===== config.mk =====
export PLATFORM = sky130hd
export DESIGN_NAME = rpe_fifo
export DESIGN_NICKNAME = d
export VERILOG_FILES = /design/src/sv/rpe_fifo.sv
export SDC_FILE = /design/constraint.sdc
export NUM_CORES = 1
export LEC_CHECK = 0
export ABC_AREA = 1
export BUFFER_PORTS_ARGS = -buffer_cell sky130_fd_sc_hd__buf_2
export CORE_AREA = 2 2 39 41
export CTS_CLUSTER_SIZE = 16
export DETAILED_ROUTE_END_ITERATION = 10
export DIE_AREA = 0 0 41 43
export GPL_TIMING_DRIVEN = 0
export PLACE_DENSITY = 0.75
export SYNTH_ARGS = -nofsm -noshare
export SYNTH_HDL_FRONTEND = slang
export SYNTH_SLANG_ARGS = --single-unit

===== constraint.sdc =====
create_clock -name clk_i -period 1.4 [get_ports clk_i]
set_clock_uncertainty 0.1 [all_clocks]
set_input_delay 0.07 -clock clk_i [delete_from_list [all_inputs] [get_ports clk_i]]
set_output_delay 0.07 -clock clk_i [all_outputs]
set_load 0.005 [all_outputs]

===== src/sv/rpe_fifo.sv =====
`timescale 1ns / 1ps
// ----------------------------------------------------------------------------
// Rotary position embedding queue
// Small first-in first-out queue of register entries with push/full and
// pop/empty sides; the head entry is visible while empty is low.
// ----------------------------------------------------------------------------
module rpe_fifo #(
  parameter int DEPTH = 4,
  parameter type item_t = logic
) (
  input  logic  clk_i,
  input  logic  rst_ni,
  input  logic  push_i,
  input  item_t wdata_i,
  output logic  full_o,
  input  logic  pop_i,
  output item_t rdata_o,
  output logic  empty_o
);

  localparam int PtrW = (DEPTH > 1) ? $clog2(DEPTH) : 1;
  localparam int CntW = $clog2(DEPTH + 1);

  item_t            mem_q [DEPTH];
  logic [PtrW-1:0]  wr_ptr_q, wr_ptr_d;
  logic [PtrW-1:0]  rd_ptr_q, rd_ptr_d;
  logic [CntW-1:0]  cnt_q, cnt_d;

  always_comb begin
    wr_ptr_d = wr_ptr_q;
    rd_ptr_d = rd_ptr_q;
    cnt_d    = cnt_q;
    if (push_i) begin
      wr_ptr_d = (wr_ptr_q == PtrW'(DEPTH - 1)) ? '0 : wr_ptr_q + 1'b1;
    end
    if (pop_i) begin
      rd_ptr_d = (rd_ptr_q == PtrW'(DEPTH - 1)) ? '0 : rd_ptr_q + 1'b1;
    end
    case ({push_i, pop_i})
      2'b10:   cnt_d = cnt_q + 1'b1;
      2'b01:   cnt_d = cnt_q - 1'b1;
      default: cnt_d = cnt_q;
    endcase
  end

  always_ff @(posedge clk_i or negedge rst_ni) begin
    if (!rst_ni) begin
      wr_ptr_q <= '0;
      rd_ptr_q <= '0;
      cnt_q    <= '0;
    end else begin
      wr_ptr_q <= wr_ptr_d;
      rd_ptr_q <= rd_ptr_d;
      cnt_q    <= cnt_d;
    end
  end

  always_ff @(posedge clk_i) begin
    if (push_i) begin
      mem_q[wr_ptr_q] <= wdata_i;
    end
  end

  assign rdata_o = mem_q[rd_ptr_q];
  assign full_o  = (cnt_q == CntW'(DEPTH));
  assign empty_o = (cnt_q == '0);

`ifndef NO_ASSERTIONS
  assert property (@(posedge clk_i) disable iff (!rst_ni) !(push_i && full_o))
    else $error("Item pushed into a full queue.");
  assert property (@(posedge clk_i) disable iff (!rst_ni) !(pop_i && empty_o))
    else $error("Item popped from an empty queue.");
`endif

endmodule


==> flow_summary_export.csv, run 1 <==
group,metric,value,unit
timing,maxSlewHeadroom,0.837,
die,start_util,0.445,
power_and_ir_drop,power_density,1720,nW/µm²
global_routing,grt_start_max_net_pins,8,
die,boundaryPins,8,
logic_synthesis,synth_cell_type_count,18,
logic_synthesis,ys_warn_count,0,
timing,rsz0062_at_grt,"false",
worst_setup_path,required,1.46,ns
die,dieArea,1760,µm²
die,coreArea,1380,µm²
run,maxCapViolCount,0,
routing,drt-pass1-iter-count,3,
worst_setup_path,r2r_end,"cnt_q[2]",
routing,wirelength,982,µm
worst_setup_path,crit_arrival,1.35,ns
layout,layout_commonest_cell,"inv_1",
clock_network,numClockSinks,11,
worst_setup_path,criticalPathCategory,"flop to flop",
routing,avgRoutedWirePerCell,10.1,µm
worst_setup_path,cp-end-kind,"flop",
worst_setup_path,r2r_start,"cnt_q[1]",
timing,hold_viol_final,0,
hold_path,hold_path.class,"input pin to flop",
worst_setup_path,rr_worst_depth,6,
clock_network,cts_tree,"done",
clock_network,clock_latency,0.26,ns
worst_setup_path,reg2reg_slack,0.11,ns
placed_design,gp_congestion,0.716,
timing,clock.fmax,774,MHz
placed_design,io_buffers,6,
layout,drive_gt1_frac,0.222,
layout,stdcell_count,97,
routing,vias_per_cell,4.84,
timing,min_period,1.29,ns
worst_setup_path,crit_slowest_cell,"dfrtp_1",
layout,nNetsFinal,94,
worst_setup_path,worstPathMaxFanout,4,
placed_design,dp_cells,87,
placed_design,post-dp-hpwl,745,µm
worst_setup_path,cp_num_buf_inv,1,
layout,area_delta_synth_final,22.6,%
power_and_ir_drop,finalPower,1300,µW
global_routing,grtUsageTotal,0.144,
routing,antenna_left,0,
outcome,status,"complete, no violations",
logic_synthesis,ys_ff_latch,11,
global_routing,grt-ovfl-total,0,
layout,multiInputGateArea,250,µm²
timing,min_period_over_period,0.923,
timing,fin_ws,0.108,ns
hold_path,holdPathEnd,"mem_q[1]",
power_and_ir_drop,power_leakage,0.000408,µW
die,die_w,41,µm
worst_setup_path,critical_path.top_delay_family,"flip-flops",
global_routing,antenna_found_initial,0,
layout,nFillCells,128,
logic_synthesis,syn-cell-area,616,µm²
worst_setup_path,startpoint,"cnt_q[1]",
timing,setup_viol,0,
placed_design,dp_slack,-0.0258,ns
logic_synthesis,ys_seq_area_frac,0.480,
layout,diodes,0,
routing,drc,0,
routing,drt_iter0_drc,8,
layout,register_area,295,µm²
timing,finalSetupTns,0,ns
timing,worst_pin_slew,0.244,ns
worst_setup_path,cp-start-kind,"flop",
power_and_ir_drop,ir_worst_vdd,0.000566,V
worst_setup_path,worstPathCellList,"inv_2 > fa_2 > nand2_2 > nand3_1 > nand2_1 > nand2_1",
clock_network,cts_buffers,3,
worst_setup_path,critPathMaxStageDelay,0.41,ns
die,die_h,43,µm
routing,vias,469,
hold_path,holdPathStages,3,
clock_network,ctsHtreeMaxLevel,1,
logic_synthesis,synth_fp_nets,77,
logic_synthesis,synth_cells,65,
worst_setup_path,path_common_cell,"nand2_1",
timing,drv_slew,0,
layout,final_cell_mix,"15 x inv_1, 13 x nand2_1, 7 x dfrtp_1",
global_routing,grt_pass1_vias,451,
logic_synthesis,syn_area_per_cell,9.47,µm²
die,rows,14,
global_routing,grt_pass1_wl,1680,µm
hold_path,hold_start,"push_i",
clock_network,cts-root-buf,"clkbuf_4",
clock_network,clk_pin_slew_worst_paths,0.07,ns
clock_network,clockBufferDepth,2,
sequential cells by signal, summed over array words and instances (netlist names):
name	flops
cnt_q	3
mem_q	4
rd_ptr_q	2
wr_ptr_q	2
metrics by stage:
step	util	hold WS, ns	cell area [µm²]
floorplan	-	-0.326	616
global placement	0.481	-0.193	666
CTS	0.542	0.00412	749
finish	0.545	0.0144	754
global route	0.545	0.0282	754
detailed placement	0.481	-0.188	666
worst max-delay path by stage:
stage | to | slack [ns] | depth (start not counted)
global route | empty_o | 0.02 | 3
global placement | cnt_q[2] | 0.03 | 6
CTS | cnt_q[2] | 0.02 | 6
finish | cnt_q[2] | 0.11 | 6
detailed placement | cnt_q[2] | -0.03 | 6
floorplan | cnt_q[2] | 0.08 | 6
per-layer routing:
layer  wire, µm  part of all wire  global-route usage
met4          0                 0              0.0800
met2        578              0.59               0.241
met5          0                 0                   0
met3         20             0.020              0.0157
met1        383              0.39               0.167
report_power, final:
group / switching [µW] / internal, µW
Clock: 100 / 110
Sequential: 98.3 / 456
Combinational: 287 / 249
Total: 486 / 815
kinds of logic after synthesis:
kind of cell             synth area share
AO/OA/AOI/OAI                      0.0853
XOR/XNOR                           0.0142
adder cells (fa/ha/maj)             0.154
buffers and inverters               0.122
flip-flops                          0.480
AND/OR/NAND/NOR                     0.144
cell usage after synthesis:
cell,n,area share
edfxtp_1,4,0.20
nand2_1,14,0.085
nand3_1,1,0.0081
buf_6,1,0.018
a21oi_2,1,0.014
inv_1,17,0.10
fa_1,1,0.033
o211ai_1,2,0.024
nor3_1,2,0.016
o21ai_0,3,0.024
nand4_1,1,0.010
nand2_4,1,0.018
o21ai_2,1,0.014
nor2_1,1,0.0061
ha_1,6,0.12
xnor2_1,1,0.014
dfrtp_1,7,0.28
o21ai_1,1,0.0081
final cells by class:
cell class                      count  area share
Sequential cell                    11       0.391
Multi-Input combinational cell     36       0.332
Timing Repair Buffer               12       0.116
Inverter                           17      0.0846
Clock buffer                        4      0.0348
Tap cell                           16      0.0265
Buffer                              1      0.0149
worst reg2reg max path, cell delays in order (launching register included):
cell	delay [ns]
dfrtp_1	0.41
inv_2	0.06
fa_2	0.36
nand2_2	0.09
nand3_1	0.07
nand2_1	0.06
nand2_1	0.05
what timing repair did:
action                                  CTS  global route
endpoints found under the setup margin    2             3
pin swaps                                 0             0
setup buffers                             1             0
hold endpoints to repair                 15             0
gates resized for setup                   0             5
hold buffers                              5             0
(Power assumes the default switching activity.)
==> run 2, diff against run 1 <==
--- a/config.mk
+++ b/config.mk
@@ -12,7 +12,7 @@
 export DETAILED_ROUTE_END_ITERATION = 10
 export DIE_AREA = 0 0 41 43
 export GPL_TIMING_DRIVEN = 0
-export PLACE_DENSITY = 0.75
+export PLACE_DENSITY_LB_ADDON = 0.25
 export SYNTH_ARGS = -nofsm -noshare
 export SYNTH_HDL_FRONTEND = slang
 export SYNTH_SLANG_ARGS = --single-unit
==> flow_summary_export.csv, run 2 (same netlist as run 1, synthesis figures left out) <==
group,metric,value,unit
global_routing,grt_pass1_wl,1450,µm
layout,stdcell_area,767,µm²
die,die_w,41,µm
placed_design,gp_congestion,0.724,
worst_setup_path,crit_cells,4,
die,dieArea,1760,µm²
worst_setup_path,r2r_start,"cnt_q[0]",
routing,wirelength,858,µm
layout,reg_top3,"mem_q (4), cnt_q (3)",
clock_network,clk_pin_slew_worst_paths,0.07,ns
die,die_h,43,µm
worst_setup_path,path_common_cell,"buf_4",
timing,clock.fmax,724,MHz
outcome,status,"complete, no violations",
run,maxCapViolCount,0,
global_routing,grt-ovfl-total,0,
timing,maxSlewHeadroom,0.810,
timing,min_period_over_period,0.987,
worst_setup_path,required,1.23,ns
layout,diodes,0,
clock_network,numClockSinks,11,
timing,fin_ws,0.0188,ns
layout,nFillCells,126,
layout,final_cell_mix,"17 x inv_1, 14 x nand2_1, 7 x dfrtp_1",
worst_setup_path,critical_path.top_delay_family,"buffers and inverters",
die,coreArea,1380,µm²
worst_setup_path,startpoint,"cnt_q[0]",
global_routing,grtUsageTotal,0.121,
timing,min_period,1.38,ns
routing,avgRoutedWirePerCell,8.67,µm
routing,drt-pass1-iter-count,4,
routing,vias_per_cell,4.39,
worst_setup_path,cp_num_buf_inv,3,
layout,layout_commonest_cell,"inv_1",
worst_setup_path,cp-start-kind,"flop",
worst_setup_path,criticalPathCategory,"flop to output port",
routing,drc,0,
routing,drt_iter0_drc,5,
timing,setup_viol,0,
clock_network,cts_tree,"done",
clock_network,clock_latency,0.26,ns
worst_setup_path,r2r_end,"cnt_q[2]",
placed_design,placed_area,666,µm²
layout,largest_reg_flops,4,
layout,area_delta_synth_final,24.6,%
timing,drv_slew,0,
worst_setup_path,worstPathMaxFanout,3,
worst_setup_path,crit_slowest_cell,"dfrtp_1",
worst_setup_path,reg2reg_slack,0.11,ns
placed_design,dp_slack,-0.0138,ns
global_routing,grt_start_max_net_pins,8,
worst_setup_path,crit_end,"empty_o",
die,start_util,0.445,
timing,worst_pin_slew,0.284,ns
worst_setup_path,cp-end-kind,"output port",
placed_design,io_buffers,6,
layout,largest-register,"mem_q",
layout,stdcell_count,99,
worst_setup_path,worstPathCellList,"buf_4 > buf_4 > nor3_1 > buf_2",
die,rows,14,
placed_design,dp_cells,87,
clock_network,cts_buffers,3,
die,boundaryPins,8,
layout,drive_gt1_frac,0.205,
placed_design,post-dp-hpwl,619,µm
global_routing,antenna_found_initial,0,
worst_setup_path,rr_worst_depth,6,
clock_network,cts-root-buf,"clkbuf_4",
power_and_ir_drop,power_density,1700,nW/µm²
timing,rsz0062_at_grt,"true",
timing,finalSetupTns,0,ns
timing,hold_viol_final,0,
layout,nNetsFinal,96,
power_and_ir_drop,power_leakage,0.000420,µW
worst_setup_path,crit_arrival,1.21,ns
worst_setup_path,critPathMaxStageDelay,0.39,ns
layout,final_util,0.554,
clock_network,clockBufferDepth,2,
clock_network,ctsHtreeMaxLevel,1,
hold_path,hold_path.class,"input pin to flop",
power_and_ir_drop,ir_worst_vdd,0.000838,V
routing,vias,435,
global_routing,grt_pass1_vias,385,
routing,antenna_left,0,
==> run 2: cell count changes in the layout (fill, tap and decap cells not counted), sizes merged <==
cell,before,now
buf,8,10
==> run 2: timing repair <==
action,in CTS,in global routing
endpoints found under the hold margin,15,0
gates resized for setup,0,1
endpoints found under the setup margin,1,1
setup buffers,1,2
hold buffers,5,0
pin swaps,0,1
==> run 2: cell type report <==
cell class / instances / area [µm²] / share of cell area
flip-flops and latches: 11 / 295 / 0.385
inverters: 17 / 63.8 / 0.0832
clock buffers: 4 / 26.3 / 0.0343
repair buffers: 14 / 103 / 0.134
multi-input cells: 36 / 248 / 0.323
well taps: 16 / 20.0 / 0.0261
plain buffers: 1 / 11.3 / 0.0147
==> run 2: worst min path at each step <==
stage	endpoint	start	cells after the start	slack (ns)
after global placement	cnt_q[2]	rst_ni	1	-0.19
after CTS	mem_q[2]	push_i	3	0.006
final	mem_q[2]	push_i	3	0.006
after detailed placement	cnt_q[2]	rst_ni	1	-0.19
after floorplan	cnt_q[0]	rst_ni	0	-0.33
after global routing	mem_q[2]	push_i	3	0.03
==> run 2: worst register-to-register path, delay by kind of cell (launching register included) <==
kind | cells | cell delay, ns
buffers and inverters | 1 | 0.07
flip-flops | 1 | 0.37
adder cells (fa/ha/maj) | 1 | 0.38
AND/OR/NAND/NOR | 4 | 0.28
==> run 2: where the power goes <==
part | internal [µW] | total, µW | switching (µW)
sequential | 457 | 547 | 89.9
clock | 110 | 207 | 96.8
combinational | 269 | 549 | 280
total | 836 | 1300 | 467
==> run 2: layer usage <==
metal | vias to the layer above | track usage | wire length, µm
met2 | 9 | 0.188 | 428
met4 | 0 | 0.0600 | 5
met1 | 188 | 0.160 | 394
met5 | - | 0 | 0
met3 | 2 | 0.0157 | 30
li1 | 236 | - | -
==> run 2: per-stage QoR <==
| stage | total power [µW] | hold slack, ns |
|---|---|---|
| after global routing | 1430 | 0.0302 |
| after CTS | 1270 | 0.00612 |
| after detailed placement | 1030 | -0.189 |
| after global placement | 1000 | -0.191 |
| after floorplan | 902 | -0.326 |
| final | 1300 | 0.00582 |
==> run 3, diff against run 2 <==
==> constraint.sdc (replaced) <==
create_clock -name clk_i -period 1.17 [get_ports clk_i]
set_clock_uncertainty 0.1 [all_clocks]
set_input_delay 0.0585 -clock clk_i [delete_from_list [all_inputs] [get_ports clk_i]]
set_output_delay 0.0585 -clock clk_i [all_outputs]
set_load 0.005 [all_outputs]
==> flow_summary_export.csv, run 3 (same netlist as run 1, synthesis figures left out) <==
group,metric,value,unit
outcome,status,"finished with violations",
outcome,violations,"negative setup slack",
clock_network,clock_latency,0.28,ns
power_and_ir_drop,p_int,1040,µW
timing,hold_slack,0.0274,ns
worst_setup_path,criticalPathCategory,"flop to output port",
worst_setup_path,critical_path.top_delay_family,"flip-flops",
worst_setup_path,crit_arrival,1.14,ns
layout,area_delta_synth_final,29.5,%
timing,rsz0062_at_grt,"true",
clock_network,ctsHtreeMaxLevel,1,
worst_setup_path,cp-start-kind,"flop",
power_and_ir_drop,power_density,2100,nW/µm²
die,die_h,43,µm
worst_setup_path,cp-end-kind,"output port",
layout,final_cell_mix,"14 x nand2_1, 10 x inv_1, 7 x inv_2",
timing,fin_ws,-0.124,ns
global_routing,antenna_found_initial,0,
layout,stdcell_count,99,
timing,hold_viol_final,0,
clock_network,clockBufferDepth,2,
die,boundaryPins,8,
timing,min_period,1.29,ns
layout,drive_gt1_frac,0.361,
routing,highest_layer,"met4",
placed_design,dp_cells,87,
power_and_ir_drop,finalPower,1670,µW
clock_network,clk_pin_slew_worst_paths,0.08,ns
worst_setup_path,worstPathMaxFanout,4,
timing,maxSlewHeadroom,0.808,
clock_network,cts-root-buf,"clkbuf_4",
placed_design,io_buffers,6,
power_and_ir_drop,pwr-share-clk,0.165,
global_routing,grt-ovfl-total,0,
worst_setup_path,cp_num_buf_inv,1,
hold_path,hold_path.class,"input pin to asynchronous set/reset pin",
routing,wl_met1,465,µm
timing,drv_slew,0,
worst_setup_path,required,1.01,ns
routing,met2_length,440,µm
power_and_ir_drop,power_leakage,0.000412,µW
power_and_ir_drop,ir_worst_vdd,0.000834,V
worst_setup_path,critPathMaxStageDelay,0.44,ns
power_and_ir_drop,pwr-share-comb,0.422,
die,coreArea,1380,µm²
timing,finalSetupTns,-0.360,ns
timing,clock.fmax,773,MHz
die,rows,14,
global_routing,grt_pass1_vias,382,
layout,largest-register,"mem_q",
global_routing,grt_pass1_wl,1640,µm
worst_setup_path,worstPathCellList,"nor3_1 > buf_2",
run,maxCapViolCount,0,
timing,worst_pin_slew,0.287,ns
die,start_util,0.445,
power_and_ir_drop,seq_power_share,0.412,
timing,setup_viol,5,
routing,vias_per_cell,4.62,
routing,antenna_left,0,
layout,largest_reg_flops,4,
layout,reg_top3,"mem_q (4), cnt_q (3)",
routing,drt_iter0_drc,5,
global_routing,grtUsageTotal,0.149,
routing,vias,457,
global_routing,grt_start_max_net_pins,8,
timing,min_period_over_period,1.11,
routing,route.met3.wl,43,µm
clock_network,cts_tree,"done",
placed_design,post-dp-hpwl,652,µm
layout,multiInputGateArea,267,µm²
power_and_ir_drop,p_switching,626,µW
layout,final_util,0.576,
die,dieArea,1760,µm²
routing,drt-pass1-iter-count,4,
routing,wirelength,982,µm
layout,nFillCells,130,
power_and_ir_drop,power_switching_share,0.375,
layout,register_area,299,µm²
layout,nNetsFinal,96,
routing,drc,0,
clock_network,cts_buffers,3,
placed_design,gp_congestion,0.679,
die,die_w,41,µm
layout,diodes,0,
routing,avgRoutedWirePerCell,9.92,µm
worst_setup_path,crit_slowest_cell,"dfrtp_2",
clock_network,numClockSinks,11,
layout,layout_commonest_cell,"nand2_1",
-- run 3: cell types whose count changed in the layout (fill, tap and decap cells not counted) --
cell,before,now
o21ai_2,1,2
o21ai_1,1,2
buf_4,3,2
o21ai_0,3,1
ha_2,0,1
ha_4,0,1
dfrtp_1,7,4
dfrtp_2,0,3
inv_1,17,10
inv_2,0,7
ha_1,6,4
buf_8,0,1
-- run 3: power by group through the flow --
stage               sequential [µW]  combinational, µW  clock (µW)
global placement                679                548           0
finish                          689                706         276
detailed placement              685                576           0
CTS                             690                597         283
global route                    715                829         306
floorplan                       657                444           0
-- run 3: repair_timing --
action / in CTS / in global routing
pin swaps: 1 / 3
buffers inserted: 0 / 3
resized for setup: 2 / 8
endpoints found under the setup margin: 9 / 10
hold buffers: 5 / 0
endpoints found under the hold margin: 15 / 0
-- run 3: per-layer routing --
layer  global-route usage  up-vias
met2                0.194       10
li1                     -      241
met5                    0        -
met4                0.100        0
met1                0.184      201
met3               0.0785        5
-- run 3: area by class of cell --
class / count / share of cell area
buffer: 1 / 0.0188
inverter: 17 / 0.0801
multi-input combinational: 36 / 0.334
tap: 16 / 0.0251
clock buffer: 4 / 0.0330
sequential: 11 / 0.375
timing repair buffer: 14 / 0.133
-- run 3: metrics by stage --
step | instance area (µm²) | setup WS [ns]
6_report | 797 | -0.124
5_1_grt | 797 | -0.170
4_1_cts | 762 | -0.135
3_5_place_dp | 684 | -0.105
3_3_place_gp | 684 | -0.0791
2_1_floorplan | 634 | -0.0280
-- run 3: worst paths after layout --
kind,depth (start not counted),end,startpoint,slack (ns)
worst max-delay path,2,empty_o,cnt_q[1],-0.12
worst min-delay path,2,rd_ptr_q[1],rst_ni,0.03
worst max register to register,6,cnt_q[2],cnt_q[0],-0.09
worst min register to register,2,cnt_q[2],cnt_q[2],0.42
max in group asynchronous,2,wr_ptr_q[0],rst_ni,0.77
min in group clk_i,3,cnt_q[1],pop_i,0.03
