**config.mk**
```make
export PLATFORM = sky130hd
export DESIGN_NAME = rpe_front
export DESIGN_NICKNAME = d
export VERILOG_FILES = /design/src/sv/rpe_pkg.sv /design/src/sv/rpe_front.sv
export SDC_FILE = /design/constraint.sdc
export NUM_CORES = 1
export LEC_CHECK = 0
export ABC_AREA = 1
export BUFFER_PORTS_ARGS = -buffer_cell sky130_fd_sc_hd__buf_2
export CORE_MARGIN = 2
export CORE_UTILIZATION = 51
export CTS_BUF_LIST = sky130_fd_sc_hd__clkbuf_8
export DETAILED_ROUTE_END_ITERATION = 10
export PLACE_DENSITY_LB_ADDON = 0.1
export SETUP_SLACK_MARGIN = 0.05
export SLEW_MARGIN = 20
export SYNTH_ARGS = -nofsm -noshare
export SYNTH_HDL_FRONTEND = slang
export SYNTH_SLANG_ARGS = --single-unit
export TNS_END_PERCENT = 10
```
**constraint.sdc**
```tcl
create_clock -name clk_i -period 14 [get_ports clk_i]
set_input_delay 0 -clock clk_i [delete_from_list [all_inputs] [get_ports clk_i]]
set_output_delay 0 -clock clk_i [all_outputs]
set_load 0.01 [all_outputs]
```
**src/sv/rpe_pkg.sv**
```systemverilog
`timescale 1ns / 1ps
// ----------------------------------------------------------------------------
// Rotary position embedding package
// Shared widths, fixed-point constants and the item types on the ports and
// between the front and back parts of the block.
// ----------------------------------------------------------------------------
package rpe_pkg;

  localparam int POS_W       = 16;
  localparam int PAIR_W      = 6;
  localparam int VAL_W       = 16;
  localparam int RATE_W      = 32;
  localparam int TABLE_DEPTH = 64;
  localparam int ANGLE_W     = 30;
  localparam int QUAD_W      = 2;
  localparam int MID_DEPTH   = 4;
  localparam int OUT_DEPTH   = 2;

  localparam logic [30:0] ONE_Q30 = 31'h4000_0000;

  typedef struct packed {
    logic [POS_W-1:0]        position;
    logic [PAIR_W-1:0]       pair_index;
    logic signed [VAL_W-1:0] first_value;
    logic signed [VAL_W-1:0] second_value;
    logic                    end_of_block;
  } rpe_in_t;

  typedef struct packed {
    logic signed [VAL_W-1:0] rotated_first;
    logic signed [VAL_W-1:0] rotated_second;
    logic                    end_of_block_out;
  } rpe_out_t;

  typedef struct packed {
    logic signed [VAL_W-1:0] first_value;
    logic signed [VAL_W-1:0] second_value;
    logic                    end_of_block;
    logic [QUAD_W-1:0]       quad;
    logic                    swap;
    logic [ANGLE_W-1:0]      angle;
  } rpe_work_t;

endpackage

```
**src/sv/rpe_front.sv**
```systemverilog
`timescale 1ns / 1ps
// ----------------------------------------------------------------------------
// Rotary position embedding front
// Accepts items, looks up the turn rate of the pair, forms the phase and
// folds it into a quadrant, a swap flag and an octant angle.
// ----------------------------------------------------------------------------
module rpe_front #(
  parameter int HEAD_SIZE     = 128,
  parameter int BASE          = 10000,
  parameter int POSITION_BITS = 16
) (
  input  logic               clk_i,
  input  logic               rst_ni,
  input  logic               en_i,
  input  logic               accept_i,
  input  rpe_pkg::rpe_in_t   item_i,
  output rpe_pkg::rpe_work_t work_o,
  output logic               work_valid_o
);
  import rpe_pkg::*;

  typedef logic [TABLE_DEPTH-1:0][RATE_W-1:0] rate_tab_t;

  localparam logic [63:0] TURN_GAIN = 64'd683565276;
  localparam int PosUsed = (POSITION_BITS < POS_W) ? POSITION_BITS : POS_W;
  localparam logic [POS_W-1:0] PosMask = POS_W'((33'd1 << PosUsed) - 33'd1);

  function automatic logic [63:0] isqrt(input logic [63:0] v);
    logic [63:0] rem_v;
    logic [63:0] res_v;
    logic [63:0] bit_v;
    rem_v = v;
    res_v = '0;
    bit_v = 64'h4000_0000_0000_0000;
    for (int i = 0; i < 32; i++) begin
      if (rem_v >= res_v + bit_v) begin
        rem_v = rem_v - (res_v + bit_v);
        res_v = (res_v >> 1) + bit_v;
      end else begin
        res_v = res_v >> 1;
      end
      bit_v = bit_v >> 2;
    end
    return res_v;
  endfunction

  function automatic rate_tab_t build_rate_table();
    logic [63:0] roots [31];
    logic [63:0] b, n, m, frac, lg, e, ei, ef, p, f;
    rate_tab_t   tab;
    b = (BASE < 1) ? 64'd1 : 64'(BASE);
    roots[0] = 64'(ONE_Q30) >> 1;
    for (int k = 1; k <= 30; k++) begin
      roots[k] = isqrt(roots[k-1] << 30);
    end
    n = '0;
    for (int i = 0; i < 63; i++) begin
      if ((b >> (n + 64'd1)) != 64'd0) begin
        n = n + 64'd1;
      end
    end
    m = (n <= 64'd30) ? (b << (64'd30 - n)) : (b >> (n - 64'd30));
    frac = '0;
    for (int i = 0; i < 30; i++) begin
      m = (m * m) >> 30;
      frac = frac << 1;
      if (m >= (64'(ONE_Q30) << 1)) begin
        m = m >> 1;
        frac = frac | 64'd1;
      end
    end
    lg = (n << 30) | frac;
    for (int d = 0; d < TABLE_DEPTH; d++) begin
      e  = (64'd2 * 64'(d) * lg) / 64'(HEAD_SIZE);
      ei = e >> 30;
      ef = e & (64'(ONE_Q30) - 64'd1);
      p  = 64'(ONE_Q30);
      for (int k = 1; k <= 30; k++) begin
        if (((ef >> (30 - k)) & 64'd1) != 64'd0) begin
          p = (p * roots[k]) >> 30;
        end
      end
      f = (ei >= 64'd31) ? 64'd0 : (p >> ei);
      tab[d] = RATE_W'((f * TURN_GAIN) >> 30);
    end
    return tab;
  endfunction

  localparam rate_tab_t RATE_TABLE = build_rate_table();

  logic                    vld1_q, vld2_q;
  logic [POS_W-1:0]        pos1_q;
  logic [RATE_W-1:0]       rate1_q;
  logic signed [VAL_W-1:0] x1_q, y1_q, x2_q, y2_q;
  logic                    eob1_q, eob2_q;
  logic [RATE_W-1:0]       phase2_q;
  logic [POS_W+RATE_W-1:0] phase_full;

  assign phase_full = {{RATE_W{1'b0}}, pos1_q} * {{POS_W{1'b0}}, rate1_q};

  always_ff @(posedge clk_i or negedge rst_ni) begin
    if (!rst_ni) begin
      vld1_q <= 1'b0;
      vld2_q <= 1'b0;
    end else if (en_i) begin
      vld1_q <= accept_i;
      vld2_q <= vld1_q;
    end
  end

  always_ff @(posedge clk_i) begin
    if (en_i) begin
      pos1_q   <= item_i.position & PosMask;
      rate1_q  <= RATE_TABLE[item_i.pair_index];
      x1_q     <= item_i.first_value;
      y1_q     <= item_i.second_value;
      eob1_q   <= item_i.end_of_block;
      phase2_q <= phase_full[RATE_W-1:0];
      x2_q     <= x1_q;
      y2_q     <= y1_q;
      eob2_q   <= eob1_q;
    end
  end

  always_comb begin
    work_o.first_value  = x2_q;
    work_o.second_value = y2_q;
    work_o.end_of_block = eob2_q;
    work_o.quad         = phase2_q[RATE_W-1:RATE_W-QUAD_W];
    work_o.swap         = phase2_q[ANGLE_W-1];
    if (phase2_q[ANGLE_W-1]) begin
      work_o.angle = ANGLE_W'(ONE_Q30 - {1'b0, phase2_q[ANGLE_W-1:0]});
    end else begin
      work_o.angle = phase2_q[ANGLE_W-1:0];
    end
  end

  assign work_valid_o = vld2_q;

endmodule

```
==> flow_metrics.tcl, run 1 <==
set metrics [dict create \
    grt_pass1_vias 16570 \
    holdPathEnd "rate1_q[4]" \
    clock_skew_ns 0.02521 \
    rows 71 \
    setup_viol 0 \
    crit_type "flop to flop" \
    track_usage 0.3060 \
    grt_start_max_net_pins 82 \
    drt-total-wl_um 56970 \
    worst_pin_slew_ns 1.119 \
    finalHoldViolCount 0 \
    synthArstFlopShare 0.01370 \
    vias 15775 \
    clock.fmax_mhz 159.7 \
    gp_congestion 0.9507 \
    synthTopCellsByArea "fa_1, edfxtp_1, nand2_1" \
    coreArea_mm2 0.03758 \
    final_area_mm2 0.02130 \
    synth.avg_cell_area_um2 8.200 \
    worstPathRequired_ns 14.26 \
    synth.largest_area_cell "fa_1" \
    numClockSinks 146 \
    dp_hpwl_um 43620 \
    fin_setup_tns_ns 0 \
    syn-num-nets 2807 \
    yosysMostFrequentCell "nand2_1" \
    viasPerCell 5.285 \
    crit_arrival_ns 6.53 \
    ff2ff_setup_slack_ns 7.74 \
    synth_edf_count 144 \
    hold_start "item_i[38]" \
    clk_latency_ns 0.51 \
    syn-cell-area_mm2 0.01939 \
    setup_slack_ns 7.737 \
    netlist_top_cells_count "nand2_1, inv_1, fa_1" \
    num_antenna_cells 0 \
    final_antenna_net_count 0 \
    num-nets-final 2903 \
    yosysSeqAreaShare 0.2256 \
    post_cts_buffers 0 \
    cap_violations 0 \
    yosysWarnings 0 \
    synth_top_flop_cell "edfxtp_1" \
    placed_area_mm2 0.02031 \
    routedWlPerCell_um 19.09 \
    rsz0062_at_grt "no" \
    synth_cells 2365 \
    reg2reg_depth 22 \
    portBuffers 125 \
    cp_max_fo 27 \
    drtIter0Drc 1198 \
    fp.dieH_um 199.0 \
    worst_setup_path_start_kind "flop" \
    start_util 0.5161 \
    status "finished clean" \
    drcViolationCount 0 \
    fp.dieArea_mm2 0.03960 \
    period_needed_ns 6.263 \
    fin_util 0.5667 \
    cts_root_buf "clkbuf_8" \
    cts_tree "built" \
    gr-total-overflow 0 \
    htreeDepth 4 \
    slew_violations 0 \
    multiInputGateArea_mm2 0.01228 \
    numCtsBuffers 17 \
    syn2layout_area_growth_pct 9.813 \
    rr_startpoint "pos1_q[5]" \
    place_ws_ns 7.755 \
    synth_top_area_frac 0.3128 \
    clock_path_buffers 2 \
    finalCritPeriodShare 0.4474 \
    synth_seq_cells 146 \
    fillers 3496 \
    first_pass_iters 5 \
    whs_path_depth 2 \
    clk_pin_slew_ns 0.12 \
    crit_path_end_kind "flop" \
    cts_resized 0 \
    die_w_um 199.0 \
    ios 126 \
    hold_class "primary input to flop" \
    r2r-end "phase2_q[31]" \
    grt_pass1_wl_um 90200 \
    antenna_found_initial 0 \
    synth_cell_types 54 \
    ff_latch_area_mm2 0.004374 \
    relSlewSlack 0.2541 \
    drive_gt1_frac 0.09014 \
]
## critical path: stages (launching register included)
cell and delay (ns):
edfxtp_1 1.10, nand2_1 0.19, fa_1 0.56, inv_1 0.05
fa_1 0.48, inv_1 0.06, fa_1 0.50, inv_1 0.06
fa_1 0.49, fa_1 0.49, inv_1 0.05, fa_1 0.55
inv_1 0.07, ha_1 0.42, nand2_1 0.17, nor2_1 0.17
nand2_1 0.09, nor3_1 0.16, nand2_1 0.07, nand3_1 0.09
inv_1 0.04, nand3_1 0.07, nand2_1 0.06
## cell type report
class | instances | share of cell area
Tap cell | 511 | 0.03002
Sequential cell | 146 | 0.2054
Clock buffer | 17 | 0.01099
Multi-Input combinational cell | 1509 | 0.5767
Timing Repair Buffer | 190 | 0.06269
Inverter | 597 | 0.1053
Clock inverter | 15 | 0.008872
## how the worst max path moves through the flow
stage | endpoint | from | cells after the start | slack [ns]
after floorplan | phase2_q[31] | pos1_q[2] | 24 | 8.46
after global placement | phase2_q[31] | pos1_q[1] | 22 | 7.67
after detailed placement | phase2_q[21] | pos1_q[10] | 18 | 7.75
after CTS | phase2_q[21] | pos1_q[10] | 18 | 7.71
after global routing | phase2_q[31] | pos1_q[4] | 22 | 7.34
final | phase2_q[31] | pos1_q[5] | 22 | 7.74
## registers in the layout, summed over array words and instances, names as in the netlist
signal        flops
y2_q             16
y1_q             16
x2_q             16
vld1_q            1
work_valid_o      1
eob2_q            1
x1_q             16
rate1_q          30
phase2_q         32
pos1_q           16
eob1_q            1
## cells by family (layout without fill, tap and decap cells)
family | Yosys count | count (layout) | share of synthesized area
AOI/OAI and AO/OA | 206 | 206 | 0.06381
adders and majority gates | 383 | 383 | 0.3644
buffers and inverters | 710 | 819 | 0.1412
xor gates and xnor gates | 50 | 50 | 0.02258
DFF | 146 | 146 | 0.2256
and+or+nand+nor | 870 | 870 | 0.1825
## layout by cell type (no fill, tap or decap), types with 11 or more instances in the layout
cell type | netlist | final
edfxtp_1 | 144 | 144
nand2_1 | 632 | 632
nor2_1 | 115 | 115
xor2_1 | 38 | 38
o21ai_0 | 50 | 50
o21ai_1 | 19 | 19
nor3_1 | 20 | 20
ha_1 | 80 | 80
clkbuf_8 | 0 | 17
nor2_2 | 11 | 11
xnor2_1 | 12 | 12
a21oi_1 | 66 | 66
buf_2 | 23 | 124
nand3_1 | 58 | 58
inv_1 | 577 | 577
fa_1 | 303 | 303
inv_2 | 19 | 19
dlygate4sd3_1 | 0 | 53
## routing by layer
layer	global-route usage	wire, um	vias to the layer above	share of wire
met2	0.5107	27150	646	0.48
met4	0.1390	2433	0	0.043
met1	0.3874	23230	7764	0.41
met3	0.05799	4157	131	0.073
met5	0	0	-	0
li1	-	-	7234	-
## through the flow
stage | hold WS (ns) | std cells
3_3_place_gp | -0.2152 | 2894
2_1_floorplan | -0.2956 | 2365
6_report | 0.07235 | 2985
4_1_cts | 0.01251 | 2983
5_1_grt | 0.05730 | 2985
3_5_place_dp | -0.2120 | 2898
## timing repair
item / in CTS / in global routing
setup endpoints to repair: 0 / 0
hold buffers: 53 / 0
endpoints found under the hold margin: 84 / 0
Power of run 1 is not shown: default switching activity piles up to over one toggle a cycle in this logic, so the estimate is an artifact.
==> inputs of run 2 (changes only) <==
--- a/config.mk
+++ b/config.mk
@@ -5,7 +5,7 @@
 export SDC_FILE = /design/constraint.sdc
 export NUM_CORES = 1
 export LEC_CHECK = 0
-export ABC_AREA = 1
+export ABC_AREA = 0
 export BUFFER_PORTS_ARGS = -buffer_cell sky130_fd_sc_hd__buf_2
 export CORE_MARGIN = 2
 export CORE_UTILIZATION = 51
==> constraint.sdc (replaced) <==
create_clock -name clk_i -period 6.2 [get_ports clk_i]
set_input_delay 0 -clock clk_i [delete_from_list [all_inputs] [get_ports clk_i]]
set_output_delay 0 -clock clk_i [all_outputs]
set_load 0.01 [all_outputs]
==> run 2 against run 1 <==
Against the previous run:
- core utilization up 2.5 points
- critical path type unchanged
- clock skew down 0.0040 ns
- sequential share of layout area down 0.30 points
- flip-flop and latch count unchanged
- routed wire length down 11%
==> flow_metrics.tcl, run 2 <==
set metrics [dict create \
    yosysMostFrequentCell "inv_1" \
    synth_seq_cells 146 \
    reg_top3 "phase2_q: 32 flops, rate1_q: 30 flops" \
    vias 14665 \
    final_common_cell "inv_1" \
    clk_pin_slew_ns 0.10 \
    worst_setup_path_start_kind "flop" \
    r2r-end "phase2_q[31]" \
    drcViolationCount 0 \
    cts_root_buf "clkbuf_8" \
    crit_path_end_kind "flop" \
    synth.largest_area_cell "fa_1" \
    cp_max_fo 5 \
    rsz0062_at_grt "yes" \
    rr_startpoint "pos1_q[4]" \
    netlist_top_cells_count "inv_1, nand2_1, fa_1" \
    grt_pass1_vias 15220 \
    numCtsBuffers 17 \
    rows 70 \
    first_pass_iters 7 \
    layout_common_cells "inv_1, nand2_1, fa_1" \
    synth.avg_cell_area_um2 9.377 \
    grt_pass1_wl_um 81300 \
    synth_edf_count 144 \
    crit_arrival_ns 6.31 \
    finalCritPeriodShare 0.9815 \
    track_usage 0.2744 \
    final_antenna_net_count 0 \
    dp_cells 2577 \
    relSlewSlack 0.3520 \
    finalNonFillerCells 2684 \
    cap_violations 0 \
    clock_skew_ns 0.02119 \
    synth_top_area_frac 0.3221 \
    synth_top_flop_cell "edfxtp_1" \
    regMostFlops "phase2_q" \
    worst_pin_slew_ns 0.9720 \
    crit_chain "buf_6 -> and2_1 -> fa_1 -> inv_1 -> fa_1 -> fa_2 -> inv_1 -> fa_2 -> fa_1 -> inv_1 -> fa_1 -> inv_1 -> ha_4 -> and4_4 -> o21a_1 -> o31a_1 -> o311ai_4 -> a21oi_2 -> a22o_1 -> a311oi_2 -> xnor2_1" \
    numClockSinks 146 \
    clock_path_buffers 2 \
    syn-cell-area_mm2 0.01883 \
    fp.dieH_um 196.1 \
    routedWlPerCell_um 18.90 \
    drtIter0Drc 1068 \
    period_needed_ns 6.085 \
    critPathMaxStageDelay_ns 0.56 \
    viasPerCell 5.464 \
    worstPathRequired_ns 6.42 \
    ios 126 \
    reg2reg_depth 21 \
    cp_slowest_cell "fa_2" \
    hold_start "en_i" \
    yosysWarnings 0 \
    start_util 0.5156 \
    synth_cells 2008 \
    setup_viol 0 \
    dp_hpwl_um 38890 \
    slew_violations 0 \
    syn-num-nets 2450 \
    fillers 3236 \
    portBuffers 125 \
    gr-total-overflow 0 \
    grt_start_max_net_pins 79 \
    yosysSeqAreaShare 0.2323 \
    htreeDepth 4 \
    hold_class "primary input to flop" \
    holdPathEnd "y1_q[2]" \
    drt-total-wl_um 50720 \
    num-nets-final 2645 \
    crit_type "flop to flop" \
    status "finished clean" \
    syn2layout_area_growth_pct 14.77 \
    cts_tree "built" \
    synth-xor-area-share 0.03442 \
    synthTopCellsByArea "fa_1, edfxtp_1, inv_1" \
    synth_top_family_by_area "adder cells" \
    whs_path_depth 1 \
    antenna_found_initial 1 \
    synth_cell_types 70 \
    gp_congestion 0.9619 \
    synthArstFlopShare 0.01370 \
    coreArea_mm2 0.03652 \
    synth-simple-area-share 0.1570 \
    die_w_um 196.1 \
    clock.fmax_mhz 164.3 \
    num_antenna_cells 0 \
    synth.area.mux_share 0.008572 \
    ff2ff_setup_slack_ns 0.11 \
    clk_latency_ns 0.50 \
    synth_compound_area_frac 0.09642 \
    fp.dieArea_mm2 0.03847 \
    largest_reg_flops 32 \
    drive_gt1_frac 0.1435 \
    finalHoldViolCount 0 \
    synth_fa_ha_area_frac 0.3753 \
]
==> run 2: area by class of cell <==
class | instances | area, um^2 | share of cell area
multi-input combinational | 1386 | 12790 | 0.5918
sequential | 146 | 4374 | 0.2024
timing repair buffer | 297 | 2133 | 0.09871
inverter | 355 | 1333 | 0.06166
tap | 468 | 585.6 | 0.02710
clock buffer | 17 | 234.0 | 0.01083
clock inverter | 15 | 161.4 | 0.007469
==> run 2: worst max path at each step <==
stage                           start            to  depth (start not counted)
after global placement      pos1_q[4]  phase2_q[31]                         21
after CTS                 rate1_q[10]  phase2_q[31]                         20
after floorplan             pos1_q[3]  phase2_q[31]                         21
final                       pos1_q[4]  phase2_q[31]                         21
after detailed placement  rate1_q[10]  phase2_q[31]                         20
after global routing        pos1_q[4]  phase2_q[31]                         21
==> run 2: through the flow <==
| step | TNS, ns | setup slack [ns] | cell area (um^2) | hold slack, ns | utilization |
|---|---|---|---|---|---|
| after floorplan | 0 | 0.1171 | 18830 | -0.2956 | - |
| after global placement | 0 | 0.06105 | 20350 | -0.2159 | 0.5572 |
| after detailed placement | 0 | 0.01335 | 20350 | -0.2138 | 0.5572 |
| after CTS | 0 | 0.02332 | 21270 | 0.005532 | 0.5824 |
| after global routing | -0.3026 | -0.1412 | 21610 | 0.02950 | 0.5917 |
| final | 0 | 0.1148 | 21610 | 0.02964 | 0.5917 |
==> run 2: what timing repair did <==
item | 4_1_cts | 5_1_grt
buffers inserted | 0 | 23
hold buffers | 52 | 0
endpoints found under the setup margin | 3 | 12
pin swaps | 0 | 27
resized for setup | 1 | 40
endpoints found under the hold margin | 52 | 0
==> run 2: critical path: cells and delay by family, from the launching register on <==
family / cells / cell delay (ns)
xor+xnor: 1 / 0.09
buf+inv: 5 / 0.44
fa+ha+maj: 7 / 3.12
simple gates: 2 / 0.37
flops: 1 / 0.44
compound gates: 6 / 1.36
==> run 2: kinds of logic after synthesis <==
| kind of cell | after synthesis |
|---|---|
| AOI/OAI and AO/OA | 282 |
| xor gates and xnor gates | 74 |
| adders and majority gates | 383 |
| buffers and inverters | 476 |
| DFF | 146 |
| muxes | 12 |
| and+or+nand+nor | 635 |
==> run 2: per-layer routing <==
layer	up-vias	part of all wire	routed length [um]	global-route usage
met3	84	0.058	2917	0.04315
li1	6732	-	-	-
met4	0	0.025	1282	0.08277
met5	-	0	0	0
met1	7361	0.43	21630	0.3681
met2	488	0.49	24900	0.4626
Power of run 2 is left out for the same reason.
==> inputs of run 3 (changes only) <==
--- a/config.mk
+++ b/config.mk
@@ -7,8 +7,10 @@
 export LEC_CHECK = 0
 export ABC_AREA = 0
 export BUFFER_PORTS_ARGS = -buffer_cell sky130_fd_sc_hd__buf_2
+export CELL_PAD_IN_SITES_DETAIL_PLACEMENT = 0
+export CELL_PAD_IN_SITES_GLOBAL_PLACEMENT = 1
 export CORE_MARGIN = 2
-export CORE_UTILIZATION = 51
+export CORE_UTILIZATION = 50
 export CTS_BUF_LIST = sky130_fd_sc_hd__clkbuf_8
 export DETAILED_ROUTE_END_ITERATION = 10
 export PLACE_DENSITY_LB_ADDON = 0.1
==> run 3 against run 2 <==
Against the previous run:
- critical path depth decreased by 1
- critical path type unchanged
- clock skew rose by 0.0066 ns
- final cell count rose by 1.9%
- hold slack better by 0.15 ns
- maximum frequency down 0.13%
- via count up 0.75%
- first-iteration DRC count rose by 7.7%
- clock-buffer cell count unchanged
- routed wire length grew 3.3%
==> flow_metrics.tcl, run 3 (same netlist as run 2, synthesis figures left out) <==
set metrics [dict create \
    status "finished clean" \
    coreArea_mm2 0.03740 \
    critPathMaxStageDelay_ns 0.56 \
    crit_chain "buf_4 -> buf_4 -> and2_1 -> fa_1 -> fa_1 -> ha_1 -> inv_1 -> fa_1 -> inv_1 -> fa_1 -> fa_1 -> ha_4 -> o21a_1 -> o211ai_1 -> a211oi_2 -> o311ai_2 -> a21oi_2 -> a22o_1 -> a311oi_2 -> xnor2_1" \
    setup_viol 0 \
    layout_common_cells "inv_1, nand2_1, fa_1" \
    first_pass_iters 6 \
    cp_slowest_cell "fa_1" \
    numCtsBuffers 17 \
    rr_startpoint "rate1_q[7]" \
    grt_pass1_wl_um 83620 \
    routedWlPerCell_um 19.15 \
    path_buf_inv 4 \
    drt-total-wl_um 52390 \
    ios 126 \
    crit_arrival_ns 6.36 \
    track_usage 0.2802 \
    rows 71 \
    regMostFlops "phase2_q" \
    cp_max_fo 7 \
    reg2reg_depth 20 \
    final_area_mm2 0.02186 \
    gp_congestion 0.9186 \
    clk_latency_ns 0.52 \
    whs_path_depth 3 \
    clk_pin_slew_ns 0.11 \
    cp-startpoint "rate1_q[7]" \
    crit_path_end_kind "flop" \
    rsz0062_at_grt "yes" \
    die_w_um 198.1 \
    htreeDepth 4 \
    largest_reg_flops 32 \
    vias 14775 \
    reg_top3 "phase2_q: 32 flops, rate1_q: 30 flops" \
    crit_path_frequent_cell "fa_1" \
    antenna_found_initial 1 \
    gr-total-overflow 0 \
    num-nets-final 2653 \
    final_common_cell "inv_1" \
    cts_tree "built" \
    finalCritPeriodShare 0.9827 \
    crit_cells 20 \
    start_util 0.5035 \
    drtIter0Drc 1150 \
    clock_skew_ns 0.02778 \
    fp.dieH_um 198.1 \
    worst_pin_slew_ns 0.9683 \
    ff2ff_setup_slack_ns 0.11 \
    setup_slack_ns 0.1072 \
    worst_setup_path_start_kind "flop" \
    syn2layout_area_growth_pct 16.11 \
    clock.fmax_mhz 164.1 \
    period_needed_ns 6.093 \
    relSlewSlack 0.3545 \
    crit_type "flop to flop" \
    dp_hpwl_um 39460 \
    grt_start_max_net_pins 80 \
    drive_gt1_frac 0.1502 \
    final_antenna_net_count 0 \
    place_ws_ns -0.1167 \
    fin_util 0.5846 \
    viasPerCell 5.400 \
    clock_path_buffers 2 \
    r2r-end "phase2_q[31]" \
    worstPathRequired_ns 6.47 \
    drcViolationCount 0 \
    cap_violations 0 \
    placed_area_mm2 0.02038 \
    grt_pass1_vias 15511 \
    fp.dieArea_mm2 0.03923 \
    fin_setup_tns_ns 0 \
    cp_top_family "adder cells" \
    hold_class "primary input to flop" \
    cp-endpoint "phase2_q[31]" \
    finalHoldViolCount 0 \
    cts_root_buf "clkbuf_8" \
    numClockSinks 146 \
    slew_violations 0 \
    portBuffers 125 \
]
-- run 3: layer usage --
metal / wire length [um] / GRT usage / part of all wire / up-vias
li1: - / - / - / 6761
met4: 1362 / 0.08661 / 0.026 / 0
met1: 22310 / 0.3729 / 0.43 / 7360
met3: 3473 / 0.04497 / 0.066 / 100
met5: 0 / 0 / 0 / -
met2: 25240 / 0.4730 / 0.48 / 554
-- run 3: worst min-delay path by stage --
stage,end,from
3_5_place_dp,work_valid_o,rst_ni
3_3_place_gp,work_valid_o,rst_ni
6_report,rate1_q[28],item_i[34]
5_1_grt,x1_q[9],item_i[26]
4_1_cts,rate1_q[28],item_i[34]
2_1_floorplan,vld1_q,rst_ni
-- run 3: final cells by class --
cell class	count	area [um^2]
Timing Repair Buffer	305	2261
Inverter	355	1333
Clock buffer	17	234.0
Antenna cell	1	2.502
Tap cell	511	639.4
Fill cell	3336	15540
Sequential cell	146	4374
Clock inverter	15	190.2
Multi-Input combinational cell	1386	12830
-- run 3: through the flow --
stage / hold slack [ns] / cells
floorplan: -0.2956 / 2008
global placement: -0.2156 / 2617
detailed placement: -0.2136 / 2617
CTS: 0.1295 / 2722
global route: 0.1775 / 2735
finish: 0.1753 / 2736
-- run 3: repair_timing --
action                     in CTS  in global routing
pin swaps                      13                 27
hold buffers                   53                  0
setup endpoints to repair       4                 10
buffers inserted               20                 13
gates resized for setup        29                 31
gates cloned                    0                  0
hold endpoints to repair       81                  0
-- run 3: worst register-to-register path, delay by kind of cell (launching register included) --
family          cells  cell delay (ns)
fa+ha+maj           7             2.98
xor+xnor            1             0.09
compound gates      7             1.66
simple gates        1             0.15
buf+inv             4             0.45
flops               1             0.54
Power of run 3 is left out for the same reason.
